$ cat config.mk
export PLATFORM = sky130hd
export DESIGN_NAME = crc8_frame_checker_unit_flat
export DESIGN_NICKNAME = d
export VERILOG_FILES = /design/src/rtl/fcc_pkg.sv /design/src/rtl/fcc_in_if.sv /design/src/rtl/fcc_out_if.sv /design/src/rtl/fcc_cfg_if.sv /design/src/rtl/crc8_frame_checker_unit.sv /design/src/rtl/fcc_cfg_regs.sv /design/src/rtl/fcc_frame_eval.sv /design/src/flat_wrapper.sv
export SDC_FILE = /design/constraint.sdc
export NUM_CORES = 1
export LEC_CHECK = 0
export BUFFER_PORTS_ARGS = -buffer_cell sky130_fd_sc_hd__buf_2
export CORE_MARGIN = 1
export CORE_UTILIZATION = 50
export CTS_CLUSTER_SIZE = 30
export DETAILED_ROUTE_END_ITERATION = 8
export PLACE_DENSITY = 0.7
export SETUP_SLACK_MARGIN = 0.3
export SLEW_MARGIN = 20
export SYNTH_ARGS = -nofsm -noshare
export SYNTH_HDL_FRONTEND = slang
export SYNTH_SLANG_ARGS = --single-unit
$ cat constraint.sdc
create_clock -name clk -period 5.5 [get_ports clk]
set_input_delay 0.275 -clock clk [delete_from_list [all_inputs] [get_ports clk]]
set_output_delay 0.275 -clock clk [all_outputs]
set_load 0.03 [all_outputs]
$ cat src/rtl/fcc_pkg.sv
// Package for the CRC-8 frame checker: configuration and result types,
// verdict and register index codes, and the CRC-8 byte update function.
// No dependencies; used by fcc_cfg_if, the top level, fcc_cfg_regs and fcc_frame_eval.
`default_nettype none

package fcc_pkg;

    localparam int CFG_IDX_W = 2;

    localparam logic [7:0] CRC_POLY = 8'h07;
    localparam logic [7:0] CRC_TOP  = 8'h80;
    localparam logic [7:0] CRC_INIT = 8'h00;

    typedef enum logic [CFG_IDX_W-1:0] {
        REG_TYPE_MIN      = 2'd0,
        REG_TYPE_MAX      = 2'd1,
        REG_MAX_FRAME_LEN = 2'd2
    } reg_idx_t;

    localparam logic [7:0] TYPE_MIN_RST      = 8'd0;
    localparam logic [7:0] TYPE_MAX_RST      = 8'd255;
    localparam logic [7:0] MAX_FRAME_LEN_RST = 8'd64;

    typedef enum logic [1:0] {
        VERDICT_OK       = 2'd0,
        VERDICT_BAD_LEN  = 2'd1,
        VERDICT_BAD_TYPE = 2'd2,
        VERDICT_BAD_CRC  = 2'd3
    } verdict_t;

    typedef struct packed {
        logic [7:0] type_min;
        logic [7:0] type_max;
        logic [7:0] max_frame_len;
    } cfg_t;

    typedef struct packed {
        logic       is_status;
        logic [7:0] payload_byte;
        verdict_t   verdict;
        logic [7:0] frame_type;
        logic [7:0] payload_count;
    } result_t;

    // One byte through the MSB-first CRC-8 shift register, eight steps.
    function automatic logic [7:0] crc8_update(input logic [7:0] crc, input logic [7:0] b);
        logic [7:0] v;
        v = crc ^ b;
        for (int k = 0; k < 8; k++)
        begin
            if ((v & CRC_TOP) != 8'h00)
            begin
                v = {v[6:0], 1'b0} ^ CRC_POLY;
            end
            else
            begin
                v = {v[6:0], 1'b0};
            end
        end
        return v;
    endfunction

endpackage

`default_nettype wire

$ cat src/rtl/fcc_in_if.sv
// Valid/ready channel that carries received frame bytes.
// Stands alone; used by the top level of the frame checker.
`default_nettype none

interface fcc_in_if;
    logic       valid;
    logic       ready;
    logic [7:0] rx_byte;
    logic       frame_end;

    modport source (output valid, output rx_byte, output frame_end, input ready);
    modport sink (input valid, input rx_byte, input frame_end, output ready);
endinterface

`default_nettype wire

$ cat src/rtl/fcc_out_if.sv
// Valid/ready channel that carries payload words and end-of-frame status words.
// Stands alone; used by the top level of the frame checker.
`default_nettype none

interface fcc_out_if;
    logic       valid;
    logic       ready;
    logic       is_status;
    logic [7:0] payload_byte;
    logic [1:0] verdict;
    logic [7:0] frame_type;
    logic [7:0] payload_count;

    modport source (output valid, output is_status, output payload_byte, output verdict,
                    output frame_type, output payload_count, input ready);
    modport sink (input valid, input is_status, input payload_byte, input verdict,
                  input frame_type, input payload_count, output ready);
endinterface

`default_nettype wire

$ cat src/rtl/fcc_cfg_if.sv
// Register write channel of the frame checker: valid/ready, index and data.
// Depends on fcc_pkg for the index width.
`default_nettype none

interface fcc_cfg_if;
    logic                         valid;
    logic                         ready;
    logic [fcc_pkg::CFG_IDX_W-1:0] index;
    logic [7:0]                   data;

    modport source (output valid, output index, output data, input ready);
    modport sink (input valid, input index, input data, output ready);
endinterface

`default_nettype wire

$ cat src/rtl/crc8_frame_checker_unit.sv
// CRC-8 frame checker, top level: input register, frame evaluation, result register.
// A byte passes the input register and then the result register before its word is
// valid on tx. Throughput: one word per cycle while tx is ready; the CRC update and
// checks fit between the registers.
// The type byte yields no word; every other byte yields exactly one.
// Reset clears frame state, both valid flags and sets the registers to their defaults.
// Depends on fcc_pkg, the three channel interfaces, fcc_cfg_regs and fcc_frame_eval.
`default_nettype none

module crc8_frame_checker_unit (
    input  wire logic  clk,
    input  wire logic  rst_n,
    fcc_in_if.sink     rx,
    fcc_out_if.source  tx,
    fcc_cfg_if.sink    cfg
);

    fcc_pkg::cfg_t    cfg_regs;
    fcc_pkg::result_t eval_result;
    logic             eval_has_result;
    logic             advance;

    logic             hold_valid_reg;
    logic             hold_valid_next;
    logic [7:0]       hold_byte_reg;
    logic             hold_end_reg;
    logic             out_valid_reg;
    logic             out_valid_next;
    fcc_pkg::result_t out_result_reg;

    fcc_cfg_regs u_cfg_regs (
        .clk   (clk),
        .rst_n (rst_n),
        .cfg   (cfg),
        .regs  (cfg_regs)
    );

    fcc_frame_eval u_frame_eval (
        .clk        (clk),
        .rst_n      (rst_n),
        .advance    (advance),
        .rx_byte    (hold_byte_reg),
        .frame_end  (hold_end_reg),
        .cfg        (cfg_regs),
        .has_result (eval_has_result),
        .result     (eval_result)
    );

    // A held byte moves on when its word has a free slot, or when it makes no word.
    assign advance  = hold_valid_reg && (!eval_has_result || !out_valid_reg || tx.ready);
    assign rx.ready = !hold_valid_reg || advance;

    always_comb
    begin
        hold_valid_next = hold_valid_reg;
        if (rx.valid && rx.ready)
        begin
            hold_valid_next = 1'b1;
        end
        else if (advance)
        begin
            hold_valid_next = 1'b0;
        end

        out_valid_next = out_valid_reg;
        if (advance && eval_has_result)
        begin
            out_valid_next = 1'b1;
        end
        else if (tx.ready)
        begin
            out_valid_next = 1'b0;
        end
    end

    always_ff @(posedge clk or negedge rst_n)
    begin
        if (!rst_n)
        begin
            hold_valid_reg <= 1'b0;
            out_valid_reg  <= 1'b0;
        end
        else
        begin
            hold_valid_reg <= hold_valid_next;
            out_valid_reg  <= out_valid_next;
        end
    end

    always_ff @(posedge clk)
    begin
        if (rx.valid && rx.ready)
        begin
            hold_byte_reg <= rx.rx_byte;
            hold_end_reg  <= rx.frame_end;
        end
        if (advance && eval_has_result)
        begin
            out_result_reg <= eval_result;
        end
    end

    assign tx.valid         = out_valid_reg;
    assign tx.is_status     = out_result_reg.is_status;
    assign tx.payload_byte  = out_result_reg.payload_byte;
    assign tx.verdict       = out_result_reg.verdict;
    assign tx.frame_type    = out_result_reg.frame_type;
    assign tx.payload_count = out_result_reg.payload_count;

    a_no_overwrite: assert property (@(posedge clk) disable iff (!rst_n)
        (out_valid_reg && !tx.ready) |-> !(advance && eval_has_result))
        else $error("result register overwritten while its word waits");

    a_status_zero_byte: assert property (@(posedge clk) disable iff (!rst_n)
        (tx.valid && tx.is_status) |-> (tx.payload_byte == 8'd0))
        else $error("status word carries a payload byte");

    a_hold_accept_when_free: assert property (@(posedge clk) disable iff (!rst_n)
        !hold_valid_reg |-> rx.ready)
        else $error("input register empty but not ready");

endmodule

`default_nettype wire

$ cat src/rtl/fcc_cfg_regs.sv
// Configuration registers of the frame checker: type range and frame length limit.
// Depends on fcc_pkg and fcc_cfg_if.
`default_nettype none

module fcc_cfg_regs (
    input  wire logic          clk,
    input  wire logic          rst_n,
    fcc_cfg_if.sink            cfg,
    output fcc_pkg::cfg_t      regs
);

    fcc_pkg::cfg_t regs_reg;
    fcc_pkg::cfg_t regs_next;

    assign cfg.ready = 1'b1;
    assign regs      = regs_reg;

    always_comb
    begin
        regs_next = regs_reg;
        if (cfg.valid)
        begin
            case (fcc_pkg::reg_idx_t'(cfg.index))
                fcc_pkg::REG_TYPE_MIN:      regs_next.type_min      = cfg.data;
                fcc_pkg::REG_TYPE_MAX:      regs_next.type_max      = cfg.data;
                fcc_pkg::REG_MAX_FRAME_LEN: regs_next.max_frame_len = cfg.data;
                default:                    regs_next = regs_reg;
            endcase
        end
    end

    always_ff @(posedge clk or negedge rst_n)
    begin
        if (!rst_n)
        begin
            regs_reg.type_min      <= fcc_pkg::TYPE_MIN_RST;
            regs_reg.type_max      <= fcc_pkg::TYPE_MAX_RST;
            regs_reg.max_frame_len <= fcc_pkg::MAX_FRAME_LEN_RST;
        end
        else
        begin
            regs_reg <= regs_next;
        end
    end

endmodule

`default_nettype wire

$ cat src/rtl/fcc_frame_eval.sv
// Frame state (CRC accumulator, byte count, type byte) and the evaluation of
// one byte into a payload word, a status word or nothing. Depends on fcc_pkg.
`default_nettype none

module fcc_frame_eval (
    input  wire logic           clk,
    input  wire logic           rst_n,
    input  wire logic           advance,
    input  wire logic [7:0]     rx_byte,
    input  wire logic           frame_end,
    input  wire fcc_pkg::cfg_t  cfg,
    output logic                has_result,
    output fcc_pkg::result_t    result
);

    logic [7:0] crc_reg;
    logic [7:0] crc_next;
    logic [7:0] count_reg;
    logic [7:0] count_next;
    logic [7:0] type_reg;

    logic       first;
    logic [7:0] frame_len;
    logic [7:0] type_seen;
    logic       len_bad;
    logic       type_bad;
    logic       crc_bad;

    assign first     = (count_reg == 8'd0);
    assign frame_len = (count_reg == 8'hFF) ? 8'hFF : count_reg + 8'd1;
    assign type_seen = first ? 8'd0 : type_reg;
    assign len_bad   = first || (frame_len > cfg.max_frame_len);
    assign type_bad  = (type_seen < cfg.type_min) || (type_seen > cfg.type_max);
    assign crc_bad   = (rx_byte != crc_reg);

    // The type byte is the only byte that produces no word.
    assign has_result = frame_end || !first;

    always_comb
    begin
        result = '0;
        if (frame_end)
        begin
            result.is_status     = 1'b1;
            result.frame_type    = type_seen;
            result.payload_count = first ? 8'd0 : frame_len - 8'd2;
            if (len_bad)
            begin
                result.verdict = fcc_pkg::VERDICT_BAD_LEN;
            end
            else if (type_bad)
            begin
                result.verdict = fcc_pkg::VERDICT_BAD_TYPE;
            end
            else if (crc_bad)
            begin
                result.verdict = fcc_pkg::VERDICT_BAD_CRC;
            end
            else
            begin
                result.verdict = fcc_pkg::VERDICT_OK;
            end
        end
        else if (!first)
        begin
            result.payload_byte = rx_byte;
        end
    end

    always_comb
    begin
        crc_next   = crc_reg;
        count_next = count_reg;
        if (advance)
        begin
            if (frame_end)
            begin
                crc_next   = fcc_pkg::CRC_INIT;
                count_next = 8'd0;
            end
            else
            begin
                crc_next   = fcc_pkg::crc8_update(crc_reg, rx_byte);
                count_next = (count_reg == 8'hFF) ? 8'hFF : count_reg + 8'd1;
            end
        end
    end

    always_ff @(posedge clk or negedge rst_n)
    begin
        if (!rst_n)
        begin
            crc_reg   <= fcc_pkg::CRC_INIT;
            count_reg <= 8'd0;
        end
        else
        begin
            crc_reg   <= crc_next;
            count_reg <= count_next;
        end
    end

    always_ff @(posedge clk)
    begin
        if (advance && !frame_end && first)
        begin
            type_reg <= rx_byte;
        end
    end

    a_end_clears_state: assert property (@(posedge clk) disable iff (!rst_n)
        (advance && frame_end) |=> (count_reg == 8'd0) && (crc_reg == fcc_pkg::CRC_INIT))
        else $error("frame state not cleared after the last byte");

    a_short_frame_bad_len: assert property (@(posedge clk) disable iff (!rst_n)
        (frame_end && first) |-> (result.verdict == fcc_pkg::VERDICT_BAD_LEN)
            && (result.frame_type == 8'd0) && (result.payload_count == 8'd0))
        else $error("one-byte frame not reported as bad length");

    a_payload_fields_clear: assert property (@(posedge clk) disable iff (!rst_n)
        (has_result && !frame_end) |-> (result.verdict == fcc_pkg::VERDICT_OK)
            && (result.frame_type == 8'd0) && (result.payload_count == 8'd0))
        else $error("status fields set on a payload word");

    a_count_advances: assert property (@(posedge clk) disable iff (!rst_n)
        (advance && !frame_end && (count_reg != 8'hFF)) |=> (count_reg == $past(count_reg) + 8'd1))
        else $error("byte count did not step on a frame byte");

endmodule

`default_nettype wire
$ cat src/flat_wrapper.sv
// flat-port wrapper written by rule: the top's interface ports become plain ports
module crc8_frame_checker_unit_flat 
  (clk, rst_n, rx_valid, rx_rx_byte, rx_frame_end, rx_ready, tx_valid, tx_is_status, tx_payload_byte, tx_verdict, tx_frame_type, tx_payload_count, tx_ready, cfg_valid, cfg_index, cfg_data, cfg_ready);
  fcc_in_if rx_i ();
  fcc_out_if tx_i ();
  fcc_cfg_if cfg_i ();
  input  wire logic clk;
  input  wire logic rst_n;
  input wire logic [$bits(rx_i.valid)-1:0] rx_valid;
  input wire logic [$bits(rx_i.rx_byte)-1:0] rx_rx_byte;
  input wire logic [$bits(rx_i.frame_end)-1:0] rx_frame_end;
  output wire logic [$bits(rx_i.ready)-1:0] rx_ready;
  output wire logic [$bits(tx_i.valid)-1:0] tx_valid;
  output wire logic [$bits(tx_i.is_status)-1:0] tx_is_status;
  output wire logic [$bits(tx_i.payload_byte)-1:0] tx_payload_byte;
  output wire logic [$bits(tx_i.verdict)-1:0] tx_verdict;
  output wire logic [$bits(tx_i.frame_type)-1:0] tx_frame_type;
  output wire logic [$bits(tx_i.payload_count)-1:0] tx_payload_count;
  input wire logic [$bits(tx_i.ready)-1:0] tx_ready;
  input wire logic [$bits(cfg_i.valid)-1:0] cfg_valid;
  input wire logic [$bits(cfg_i.index)-1:0] cfg_index;
  input wire logic [$bits(cfg_i.data)-1:0] cfg_data;
  output wire logic [$bits(cfg_i.ready)-1:0] cfg_ready;
  assign rx_i.valid = rx_valid;
  assign rx_i.rx_byte = rx_rx_byte;
  assign rx_i.frame_end = rx_frame_end;
  assign rx_ready = rx_i.ready;
  assign tx_valid = tx_i.valid;
  assign tx_is_status = tx_i.is_status;
  assign tx_payload_byte = tx_i.payload_byte;
  assign tx_verdict = tx_i.verdict;
  assign tx_frame_type = tx_i.frame_type;
  assign tx_payload_count = tx_i.payload_count;
  assign tx_i.ready = tx_ready;
  assign cfg_i.valid = cfg_valid;
  assign cfg_i.index = cfg_index;
  assign cfg_i.data = cfg_data;
  assign cfg_ready = cfg_i.ready;
  crc8_frame_checker_unit u_core (.clk(clk), .rst_n(rst_n), .rx(rx_i), .tx(tx_i), .cfg(cfg_i));
endmodule
# Yosys cells after proc, flatten, opt, wreduce, memory -nomap -nowiden
# Index checks and enable logic that the tools add are counted.
# totals
ff_bits	86
in_bits	24
# classes
add_sub_neg	2
magnitude_cmp	3
eq_ne	4
muxes	34
n_bitwise	10
reduce_logical	26
# ops
operator	n
8-bit two-way mux	18
3-bit two-way mux	8
3-bit NOT	8
8-bit greater-than comparator	2
8-bit by 1-bit adder with 8-bit output, second input constant	1
8-bit == test, second input constant	1
8-bit zero test	1
8-bit less-than comparator	1
8-bit inequality test	1
8-bit by 2-bit subtractor with 8-bit output, second input constant	1
8-bit XOR	1
1-bit logical OR	6
1-bit two-way mux	6
2-bit AND reduction	3
2-bit OR reduction	3
1-bit logical AND	5
1-bit zero test	5
2-bit two-way mux	2
2-bit nonzero test	2
2-bit by 1-bit == test with 1-bit output, second input constant	1
2-bit == test, second input constant	1
2-bit zero test	1
1-bit NOT	1

# Depth between registers and ports, before layout
# Gate-level depths: netlist of run 1.
# logic_depth
ltp_word	35
mapped_depth	13
depth_no_buf	12

# Hierarchy
# A second synthesis of run 1 with hierarchy kept.
# hier_totals
hier_cells	368
area_unflattened_um2	4385.5
# modules_own_cells
module	n_inst	cells_each	area_each_um2	seq_area_each_um2
fcc_frame_eval	1	269	2262.2	640.6
crc8_frame_checker_unit	1	46	1188.6	1131.1
fcc_cfg_regs	1	53	934.6	611.8

# Worst setup path after synthesis of run 1
# Ideal clock, no wire load.
# synth_timing
path_kind	register to register
start	register u_core.u_frame_eval.count_reg[0]
end	register u_core.out_result_reg (netlist bit u_core.tx.frame_type[0]), enable pin
setup_time_ns	0.411
arrival_ns	2.558
required_ns	5.089
setup_slack_ns	2.531
path_stages_with_launch	8
n_path_buf	1
cell_sequence	dfrtp_1 -> inv_1 -> ha_1 -> nor4b_2 -> a31o_2 -> nand2_1 -> clkbuf_1 -> nor2_1
# synth_via
elab_chain_len	8
# synth_rtl
item	line_no	text
start, declared	fcc_frame_eval.sv:18	logic [7:0] count_reg;
start signal, assigned	fcc_frame_eval.sv:99	count_reg <= count_next;
8-bit zero test (*)	fcc_frame_eval.sv:29	assign first = (count_reg == 8'd0);
1-bit zero test (*)	n/a	
1-bit logical OR (*)	fcc_frame_eval.sv:37	assign has_result = frame_end || !first;
1-bit zero test	crc8_frame_checker_unit.sv:50	assign advance = hold_valid_reg && (!eval_has_result || !out_valid_reg || tx.ready);
1-bit logical OR (2 in series)	crc8_frame_checker_unit.sv:50	
1-bit logical AND	crc8_frame_checker_unit.sv:50	
1-bit logical AND (*)	crc8_frame_checker_unit.sv:97	if (advance && eval_has_result)
end signal, assigned	crc8_frame_checker_unit.sv:99	out_result_reg <= eval_result;
end, declared	crc8_frame_checker_unit.sv:29	fcc_pkg::result_t out_result_reg;
# Every way passes the cells marked *; elsewhere a longest branch is shown, timed or not.
# A chain may end at the register's enable or synchronous reset.

# Worst setup path after layout of run 1
# layout_timing
start	register u_core.u_frame_eval.count_reg[0]
end	register u_core.out_result_reg (netlist bit u_core.tx.verdict[0]), data pin
# layout_via
elab_chain_len	6
word_cells_on_any_way	12
# layout_rtl
item	line_no	text
8-bit zero test (*)	fcc_frame_eval.sv:29	
8-bit two-way mux (*)	fcc_frame_eval.sv:31	assign type_seen = first ? 8'd0 : type_reg;
net u_core.u_frame_eval.type_seen[4]	fcc_frame_eval.sv:24	logic [7:0] type_seen;
8-bit less-than comparator or 8-bit greater-than comparator (tied branches)	fcc_frame_eval.sv:33	assign type_bad = (type_seen < cfg.type_min) || (type_seen > cfg.type_max);
1-bit logical OR (*)	fcc_frame_eval.sv:33	
2-bit two-way mux (*)	fcc_frame_eval.sv:51	else if (type_bad)
1-bit two-way mux (*)	fcc_frame_eval.sv:47	if (len_bad)
# Mark *: on every way through the listed nets, which the timed path passes. The rest lies on a longest branch.

==> results.toml, run 1 <==
[worst_setup_path]
path_class = "flip-flop to flip-flop"
cp-start-kind = "flip-flop"
cp_data_required_time_ns = 5.61
reg2reg_setup_slack_ns = 2.21
worstPathMaxFanout = 28
worstPathArrival_ns = 3.40
r2r_cells = 12
r2r-end = "u_core.tx.verdict[0]"
endpoint_kind = "flip-flop"
r2r_start = "u_core.u_frame_eval.count_reg[0]"

[route]
wirelength_um = 8790
drc_errors = 0
avgRoutedWirePerCell_um = 16.0
via_count = 2973
drt_iter0_markers = 136
routed_via_density = 5.43
ant_nets = 0
drt_first_pass_iters = 4

[grt]
grt_max_degree = 43
grt_overflow_total = 0
grt_pass1_vias = 2950
antenna_found_initial = 0
grt_pass1_wl_um = 14500
grt.total_usage = 0.214

[finish]
area_growth_pct = 11.9
drive_above_1_share = 0.242
final_area_um2 = 4910
layout.nets = 488
final_util = 0.589
largest_reg_flops = 24
final_cells = 548
diodes = 0

[floorplanning]
core-area_um2 = 8340
fp.dieH_um = 95.7
io_pins = 54
row_count = 33
fp.dieW_um = 95.7
die_area_um2 = 9160
start_util = 0.527

[power_and_ir_drop]
pwr-share-seq = 0.385
sw_frac_of_total = 0.408
power.internal_mw = 1.51
powerDensity_nw_per_um2 = 518
p_leak_nw = 2.19
clock_power_share = 0.165
peakVddDrop_mv = 0.259
switchingPower_mw = 1.04
comb_power_share = 0.450

[logic_synthesis]
synthCells = 386
synth_top_area_frac = 0.301
syn_area_um2 = 4390
yosys.cell_types.count = 49
synth.area.top_cells = "edfxtp_1 (30%), dfrtp_1 (19%), ha_1 (7.4%), dfstp_2 (5.4%), mux2_2 (4.4%)"
synth-async-reset-ratio = 0.488
synth_edf_count = 44
synth_commonest_cells = "edfxtp_1 (44), nand2_1 (38), dfrtp_1 (33)"
synth_most_common_cell = "edfxtp_1"
synth.avg_cell_area_um2 = 11.4
synth_top_area_cell = "edfxtp_1"
yosysWarnings = 0
ys_ff_latch = 86
synth_ff_type = "edfxtp_1"
synth_fp_nets = 436
seq_area_frac_synth = 0.543

[clock_tree]
h-tree-depth = 3
clock-sinks = 86
post_cts_buffers = 0
cts_buffer_depth = 2
cts_tree = "done"
clkTransAtPathRegs_ns = 0.09
numCtsBuffers = 9
cts-resized-gates = 0
cts-root-buf = "clkbuf_8"
holdBufCountCts = 0
clk_latency_ns = 0.36

[placed_design]
numPortBuffers = 52
gp_congestion = 0.846
placed_area_um2 = 4720
dp.final_hpwl_um = 6600
place_inst = 532

[sta]
fin_tns_setup_ns = 0
drv_slew = 0
min_period_ns = 3.29
fin_hold_ws_ns = 0.0365
clock-skew-final_ns = 0.00795
tightest_slew_ns = 0.963
setup_violations = 0
relSlewSlack = 0.356
rsz0062_at_grt = "false"
fmax_mhz = 304
timing.final.crit_share = 0.598
finalHoldViolCount = 0

[status]
status = "complete, no violations"

[min_path]
hold_path.class = "primary input to asynchronous set/reset pin"

[flow_run]
maxCapViolations = 0
==> metrics by stage <==
stage | power (mW) | worst slack [ns]
after floorplan | 1.86 | 2.53
after global placement | 2.10 | 2.37
after detailed placement | 2.14 | 2.25
after CTS | 2.57 | 2.21
after global routing | 2.74 | 1.90
final | 2.55 | 2.21
==> cells by family (layout without fill, tap and decap cells) <==
family                     Yosys count  in the layout  synth area share
other                                1              1          0.000854
muxes                               20             20            0.0504
adders and majority gates           26             26            0.0741
buffers and inverters               44            101            0.0439
and+or+nand+nor                    126            126             0.154
xor gates and xnor gates            27             27            0.0538
AOI/OAI and AO/OA                   56             56            0.0801
DFF                                 86             86             0.543
==> power groups by stage <==
stage / sequential, mW / combinational (mW) / clock (mW)
detailed placement: 0.994 / 1.14 / 0
global route: 1.00 / 1.28 / 0.460
CTS: 0.982 / 1.15 / 0.432
global placement: 0.986 / 1.11 / 0
finish: 0.981 / 1.15 / 0.420
floorplan: 1.12 / 0.746 / 0
==> cell type report <==
class | count | area, µm²
sequential | 86 | 2380
tap | 105 | 131
timing repair buffer | 54 | 275
multi-input combinational | 256 | 1820
inverter | 31 | 116
fill | 729 | 3430
clock buffer | 9 | 124
clock inverter | 7 | 65.1
==> placed cells by master (no fill, tap or decap), types with 2 or more instances in the layout <==
cell	n
ha_1	26
or3_1	3
nand3b_1	2
mux2i_1	3
nor3b_1	3
o211ai_1	2
nor2b_1	2
a21oi_1	11
nand4_1	5
and2_1	7
nor3_1	4
edfxtp_1	44
nand2b_1	6
or2_2	2
inv_6	2
a211oi_1	3
nor4_1	2
clkinv_4	2
mux2_2	17
clkbuf_8	9
nor2_1	17
o31ai_1	10
dfstp_2	9
inv_8	2
and3_1	18
inv_1	31
o21ai_0	19
a31oi_1	2
xor2_1	10
xnor2_1	17
nand2_1	38
dfrtp_1	33
nand3_1	9
buf_2	52
buf_4	2
o21a_1	2
==> how the worst max path moves through the flow <==
stage | from | end | slack (ns) | cells past startpoint
after floorplan | u_core.u_frame_eval.count_reg[0] | u_core.tx.frame_type[0] | 2.53 | 7
after global placement | u_core.u_frame_eval.count_reg[0] | u_core.tx.verdict[0] | 2.37 | 12
after detailed placement | u_core.u_frame_eval.count_reg[0] | u_core.tx.verdict[0] | 2.25 | 12
after CTS | u_core.u_frame_eval.count_reg[0] | u_core.tx.verdict[0] | 2.21 | 12
after global routing | u_core.u_frame_eval.count_reg[0] | u_core.tx.verdict[0] | 1.90 | 12
final | u_core.u_frame_eval.count_reg[0] | u_core.tx.verdict[0] | 2.21 | 12
==> critical path, cell delays in order, from the launching register on <==
cell and delay (ns):
dfrtp_1 0.42, inv_1 0.09, ha_1 0.16, nor4b_2 0.32
nand2_2 0.34, and2_1 0.30, ha_1 0.29, a21o_1 0.18
a211oi_1 0.22, nor2_1 0.11, nor4_4 0.29, o211ai_1 0.11
and3_1 0.20
==> per-layer routing <==
metal | part of all wire | up-vias | GRT usage
met5 | 0 | - | 0
met4 | 0.014 | 0 | 0.0808
met3 | 0.052 | 12 | 0.0387
met2 | 0.46 | 84 | 0.329
met1 | 0.47 | 1417 | 0.301
li1 | - | 1460 | -
No activity file was read; power rests on OpenSTA's default activity.
==> run 2, diff against run 1 <==
--- a/config.mk
+++ b/config.mk
@@ -5,12 +5,13 @@
 export SDC_FILE = /design/constraint.sdc
 export NUM_CORES = 1
 export LEC_CHECK = 0
+export ABC_AREA = 1
 export BUFFER_PORTS_ARGS = -buffer_cell sky130_fd_sc_hd__buf_2
 export CORE_MARGIN = 1
 export CORE_UTILIZATION = 50
 export CTS_CLUSTER_SIZE = 30
 export DETAILED_ROUTE_END_ITERATION = 8
-export PLACE_DENSITY = 0.7
+export PLACE_DENSITY = 0.73
 export SETUP_SLACK_MARGIN = 0.3
 export SLEW_MARGIN = 20
 export SYNTH_ARGS = -nofsm -noshare
==> constraint.sdc (replaced) <==
create_clock -name clk -period 2.64 [get_ports clk]
set_input_delay 0.132 -clock clk [delete_from_list [all_inputs] [get_ports clk]]
set_output_delay 0.132 -clock clk [all_outputs]
set_load 0.03 [all_outputs]
==> results.toml, run 2 <==
[grt]
grt_pass1_vias = 3437
grt_max_degree = 43
antenna_found_initial = 0
grt_pass1_wl_um = 16200
grt_overflow_total = 0
grt.total_usage = 0.242

[worst_setup_path]
cpPeakStageDelay_ns = 0.44
slowest_stage = "dfrtp_1"
path_class = "flip-flop to flip-flop"
cp_num_buf_inv = 3
cp_data_required_time_ns = 2.77
endpoint_kind = "flip-flop"
worstPathArrival_ns = 2.60
crit_chain = "ha_2, buf_6, buf_4, xor2_2, or2_4, ha_4, nand2_2, o21ai_2, a21oi_2, o21a_1, nand2_1, o21bai_1, inv_1"
cp-start-kind = "flip-flop"
worstPathMaxFanout = 3
cp_top_family = "adder cells"

[power_and_ir_drop]
peakVddDrop_mv = 0.648
powerDensity_nw_per_um2 = 1050
p_leak_nw = 2.58

[logic_synthesis]
seq_area_frac_synth = 0.544
synth-async-reset-ratio = 0.488
synth_ff_type = "edfxtp_1"
syn_area_um2 = 4380
yosysWarnings = 0
synth.area.top_cells = "edfxtp_1 (30%), dfrtp_1 (19%), ha_1 (7.4%), inv_1 (6.7%), nand2_1 (6.5%)"
synth_top_area_frac = 0.302
synth_fp_nets = 506
synth_edf_count = 44
synth_commonest_cells = "inv_1 (78), nand2_1 (76), nor2_1 (51)"
synth.avg_cell_area_um2 = 9.61
synth_top_area_cell = "edfxtp_1"
yosys.cell_types.count = 36
ys_ff_latch = 86
synthCells = 456
synth_most_common_cell = "inv_1"

[clock_tree]
clk_latency_ns = 0.37
cts_buffer_depth = 2
cts-root-buf = "clkbuf_8"
clock-sinks = 86
cts_tree = "done"
numCtsBuffers = 9
clkTransAtPathRegs_ns = 0.09
h-tree-depth = 3

[sta]
fin_hold_ws_ns = 0.0324
fmax_mhz = 405
clock-skew-final_ns = 0.0102
relSlewSlack = 0.342
fin_tns_setup_ns = 0
tightest_slew_ns = 0.987
drv_slew = 0
min_period_ns = 2.47
finalHoldViolCount = 0
rsz0062_at_grt = "true"
setup_violations = 0
timing.final.crit_share = 0.935

[route]
wirelength_um = 10600
via_count = 3448
routed_via_density = 5.24
ant_nets = 0
drt_first_pass_iters = 4
avgRoutedWirePerCell_um = 16.1
drc_errors = 0
drt_iter0_markers = 205

[finish]
final_cells = 658
most-common-layout-cells = "inv_1 (74), nand2_1 (72), buf_2 (52), edfxtp_1 (44), nor2_1 (43)"
final_common_cell = "inv_1"
final_area_um2 = 5480
layout.nets = 598
drive_above_1_share = 0.307
final_util = 0.657
diodes = 0
largest_reg_flops = 24
area_growth_pct = 25.1

[floorplanning]
die_area_um2 = 9140
row_count = 33
fp.dieH_um = 95.6
fp.dieW_um = 95.6
core-area_um2 = 8340
io_pins = 54
start_util = 0.525

[placed_design]
gp_congestion = 0.865
dp.final_hpwl_um = 6720
place_inst = 610
placed_area_um2 = 4760
numPortBuffers = 52

[flow_run]
maxCapViolations = 0

[min_path]
hold_path.class = "primary input to flip-flop"

[status]
status = "complete, no violations"
[run 2: timing repair]
item / 4_1_cts / 5_1_grt
endpoints found under the setup margin: 29 / 41
hold buffers: 11 / 0
pin swaps: 13 / 20
setup buffers: 15 / 5
cloned: 1 / 0
endpoints found under the hold margin: 43 / 0
resized for setup: 17 / 39
[run 2: cell type report]
class | count | area (µm²)
clock buffer | 9 | 124
clock inverter | 7 | 75.1
fill | 665 | 2860
inverter | 91 | 353
multi-input combinational | 271 | 1820
sequential | 86 | 2380
tap | 105 | 131
timing repair buffer | 88 | 589
timing repair inverter | 1 | 7.51
[run 2: final timing paths]
path                       slack [ns]                              from                          endpoint  cells after the start
min in group asynchronous        0.46                             rst_n         u_core.u_cfg_regs.regs[3]                      2
setup / recovery                 0.17  u_core.u_frame_eval.count_reg[0]              u_core.tx.verdict[1]                     13
hold reg to reg                  0.50        u_core.u_cfg_regs.regs[15]        u_core.u_cfg_regs.regs[15]                      2
hold / removal                   0.03                       cfg_data[6]        u_core.u_cfg_regs.regs[14]                      3
max in group asynchronous        1.51                             rst_n  u_core.u_frame_eval.count_reg[3]                      2
setup reg to reg                 0.17  u_core.u_frame_eval.count_reg[0]              u_core.tx.verdict[1]                     13
[run 2: power by group]
group	switching (mW)	internal (mW)	leakage (nW)
sequential	0.173	1.85	0.942
clock	0.513	0.439	0.0931
combinational	1.76	1.03	1.54
total	2.44	3.31	2.58
[run 2: logic make-up after synthesis]
kind of cell    synth area share
compound gates            0.0985
fa+ha+maj                 0.0743
flops                      0.544
buf+inv                   0.0900
xor+xnor                  0.0491
other cells             0.000856
simple gates               0.143
[run 2: per-layer routing]
layer | track usage | part of all wire
met1 | 0.298 | 0.41
met2 | 0.414 | 0.50
met3 | 0.0486 | 0.055
met4 | 0.0995 | 0.032
met5 | 0 | 0
[run 2: through the flow]
stage	setup WS [ns]	total power [mW]
floorplan	0.369	3.83
global placement	0.172	4.36
global route	0.0808	6.14
CTS	0.259	5.50
detailed placement	0.148	4.44
finish	0.173	5.75
[run 2: worst min-delay path, stage by stage]
cell and delay, ns:
buf_2 0.10, inv_1 0.07, o21ai_0 0.09
==> run 3, diff against run 2 <==
--- a/config.mk
+++ b/config.mk
@@ -7,12 +7,13 @@
 export LEC_CHECK = 0
 export ABC_AREA = 1
 export BUFFER_PORTS_ARGS = -buffer_cell sky130_fd_sc_hd__buf_2
+export CELL_PAD_IN_SITES_DETAIL_PLACEMENT = 0
+export CELL_PAD_IN_SITES_GLOBAL_PLACEMENT = 1
 export CORE_MARGIN = 1
-export CORE_UTILIZATION = 50
+export CORE_UTILIZATION = 40
 export CTS_CLUSTER_SIZE = 30
 export DETAILED_ROUTE_END_ITERATION = 8
-export PLACE_DENSITY = 0.73
-export SETUP_SLACK_MARGIN = 0.3
+export PLACE_DENSITY_LB_ADDON = 0.1
 export SLEW_MARGIN = 20
 export SYNTH_ARGS = -nofsm -noshare
 export SYNTH_HDL_FRONTEND = slang
==> results.toml, run 3 (synthesized netlist as in run 2, its figures left out) <==
[flow_run]
maxCapViolations = 0

[worst_setup_path]
cp_data_required_time_ns = 2.76
cp_top_family = "simple AND/OR/NAND/NOR gates"
endpoint_kind = "flip-flop"
crit_top_cell = "nand2_1"
cp-start-kind = "flip-flop"
path_class = "flip-flop to flip-flop"
slowest_stage = "dfrtp_1"
worstPathMaxFanout = 8
cpPeakStageDelay_ns = 0.41
worstPathArrival_ns = 2.67
crit_chain = "inv_1, ha_2, nand3_1, nor2_4, nor2_1, ha_1, a21oi_1, nor2_1, a211oi_1, nand2_1, nand2_1, nand2_1, o21bai_1, inv_1"
cp_num_buf_inv = 2

[route]
routed_via_density = 4.71
avgRoutedWirePerCell_um = 14.3
drc_errors = 0
drt_first_pass_iters = 4
ant_nets = 0
via_count = 3162
drt_iter0_markers = 94
wirelength_um = 9630

[finish]
final_util = 0.494
final_cells = 672
largest_reg_flops = 24
area_growth_pct = 17.9
final_common_cell = "inv_1"
diodes = 0
layout.nets = 581
most-common-layout-cells = "inv_1 (78), nand2_1 (75), buf_2 (51), nor2_1 (48), edfxtp_1 (44)"
drive_above_1_share = 0.233
final_area_um2 = 5160

[power_and_ir_drop]
p_leak_nw = 2.49
power_mw = 5.46
powerDensity_nw_per_um2 = 1060
peakVddDrop_mv = 0.438

[clock_tree]
numCtsBuffers = 9
clock-sinks = 86
h-tree-depth = 3
clk_latency_ns = 0.36
cts_tree = "done"
cts-root-buf = "clkbuf_8"
clkTransAtPathRegs_ns = 0.09
cts_buffer_depth = 2

[sta]
setup_violations = 0
tightest_slew_ns = 0.569
timing.final.crit_share = 0.964
drv_slew = 0
fmax_mhz = 393
clock-skew-final_ns = 0.00984
finalHoldViolCount = 0
min_period_ns = 2.55
relSlewSlack = 0.621
rsz0062_at_grt = "true"

[placed_design]
placed_area_um2 = 4810
gp_congestion = 0.843
dp.final_hpwl_um = 7110
place_inst = 643
numPortBuffers = 52

[floorplanning]
start_util = 0.419
die_area_um2 = 11400
row_count = 37
fp.dieH_um = 107
fp.dieW_um = 107
core-area_um2 = 10500
io_pins = 54

[grt]
grt_pass1_vias = 3279
grt_overflow_total = 0
grt_pass1_wl_um = 16000
grt_max_degree = 43
grt.total_usage = 0.187
antenna_found_initial = 0

[status]
status = "complete, no violations"

[min_path]
hold_path.class = "primary input to flip-flop"
## run 3: cell types whose count changed in the layout (fill, tap and decap cells not counted), sizes merged
| cell | previous run | this run |
|---|---|---|
| inv | 89 | 94 |
| clkinvlp | 4 | 0 |
| buf | 77 | 62 |
| clkinv | 5 | 3 |
| dlygate4sd3 | 11 | 10 |
## run 3: power breakdown
group	total, mW	internal [mW]	switching (mW)
clock	0.957	0.451	0.506
combinational	2.49	0.893	1.60
sequential	2.01	1.85	0.166
## run 3: worst paths after layout
kind                                                       start                          endpoint  slack [ns]  depth (start not counted)
worst max-delay path            u_core.u_frame_eval.count_reg[0]              u_core.tx.verdict[1]        0.09                         14
worst min-delay path                                    rx_valid             u_core.hold_valid_reg       0.006                          3
worst max register to register  u_core.u_frame_eval.count_reg[0]              u_core.tx.verdict[1]        0.09                         14
worst min register to register        u_core.u_cfg_regs.regs[19]        u_core.u_cfg_regs.regs[19]        0.49                          2
max in group asynchronous                                  rst_n  u_core.u_frame_eval.count_reg[2]        1.92                          2
min in group asynchronous                                  rst_n         u_core.u_cfg_regs.regs[1]        0.31                          2
## run 3: layer usage
layer  wire length (µm)  global-route usage  up-vias
li1                   -                   -     1607
met1               4550               0.249     1479
met2               4640               0.312       62
met3                311              0.0328       14
met4                132              0.0597        0
met5                  0                   0        -
## run 3: tightest hold or removal path, stage by stage
cell	delay, ns
buf_2	0.07
nand2_1	0.07
nand2_1	0.06
## run 3: final cells by class
cell class / count / area, µm²
Fill cell: 1047 / 5300
Sequential cell: 86 / 2390
Multi-Input combinational cell: 271 / 1630
Timing Repair Buffer: 72 / 438
Inverter: 91 / 342
Tap cell: 136 / 170
Clock buffer: 9 / 124
Clock inverter: 7 / 78.8
## run 3: repair_timing
action | in CTS | in global routing
hold endpoints to repair | 42 | 0
gates resized for setup | 0 | 11
hold buffers | 10 | 0
endpoints found under the setup margin | 0 | 11
setup buffers | 0 | 3
## run 3: metrics by stage
stage	setup slack [ns]	hold WS [ns]	setup TNS (ns)
3_3_place_gp	0.0604	0.308	0
6_report	0.0943	0.00631	0
5_1_grt	-0.0985	0.00154	-0.0985
3_5_place_dp	0.105	0.310	0
2_1_floorplan	0.284	-0.164	0
4_1_cts	0.0619	0.00158	0
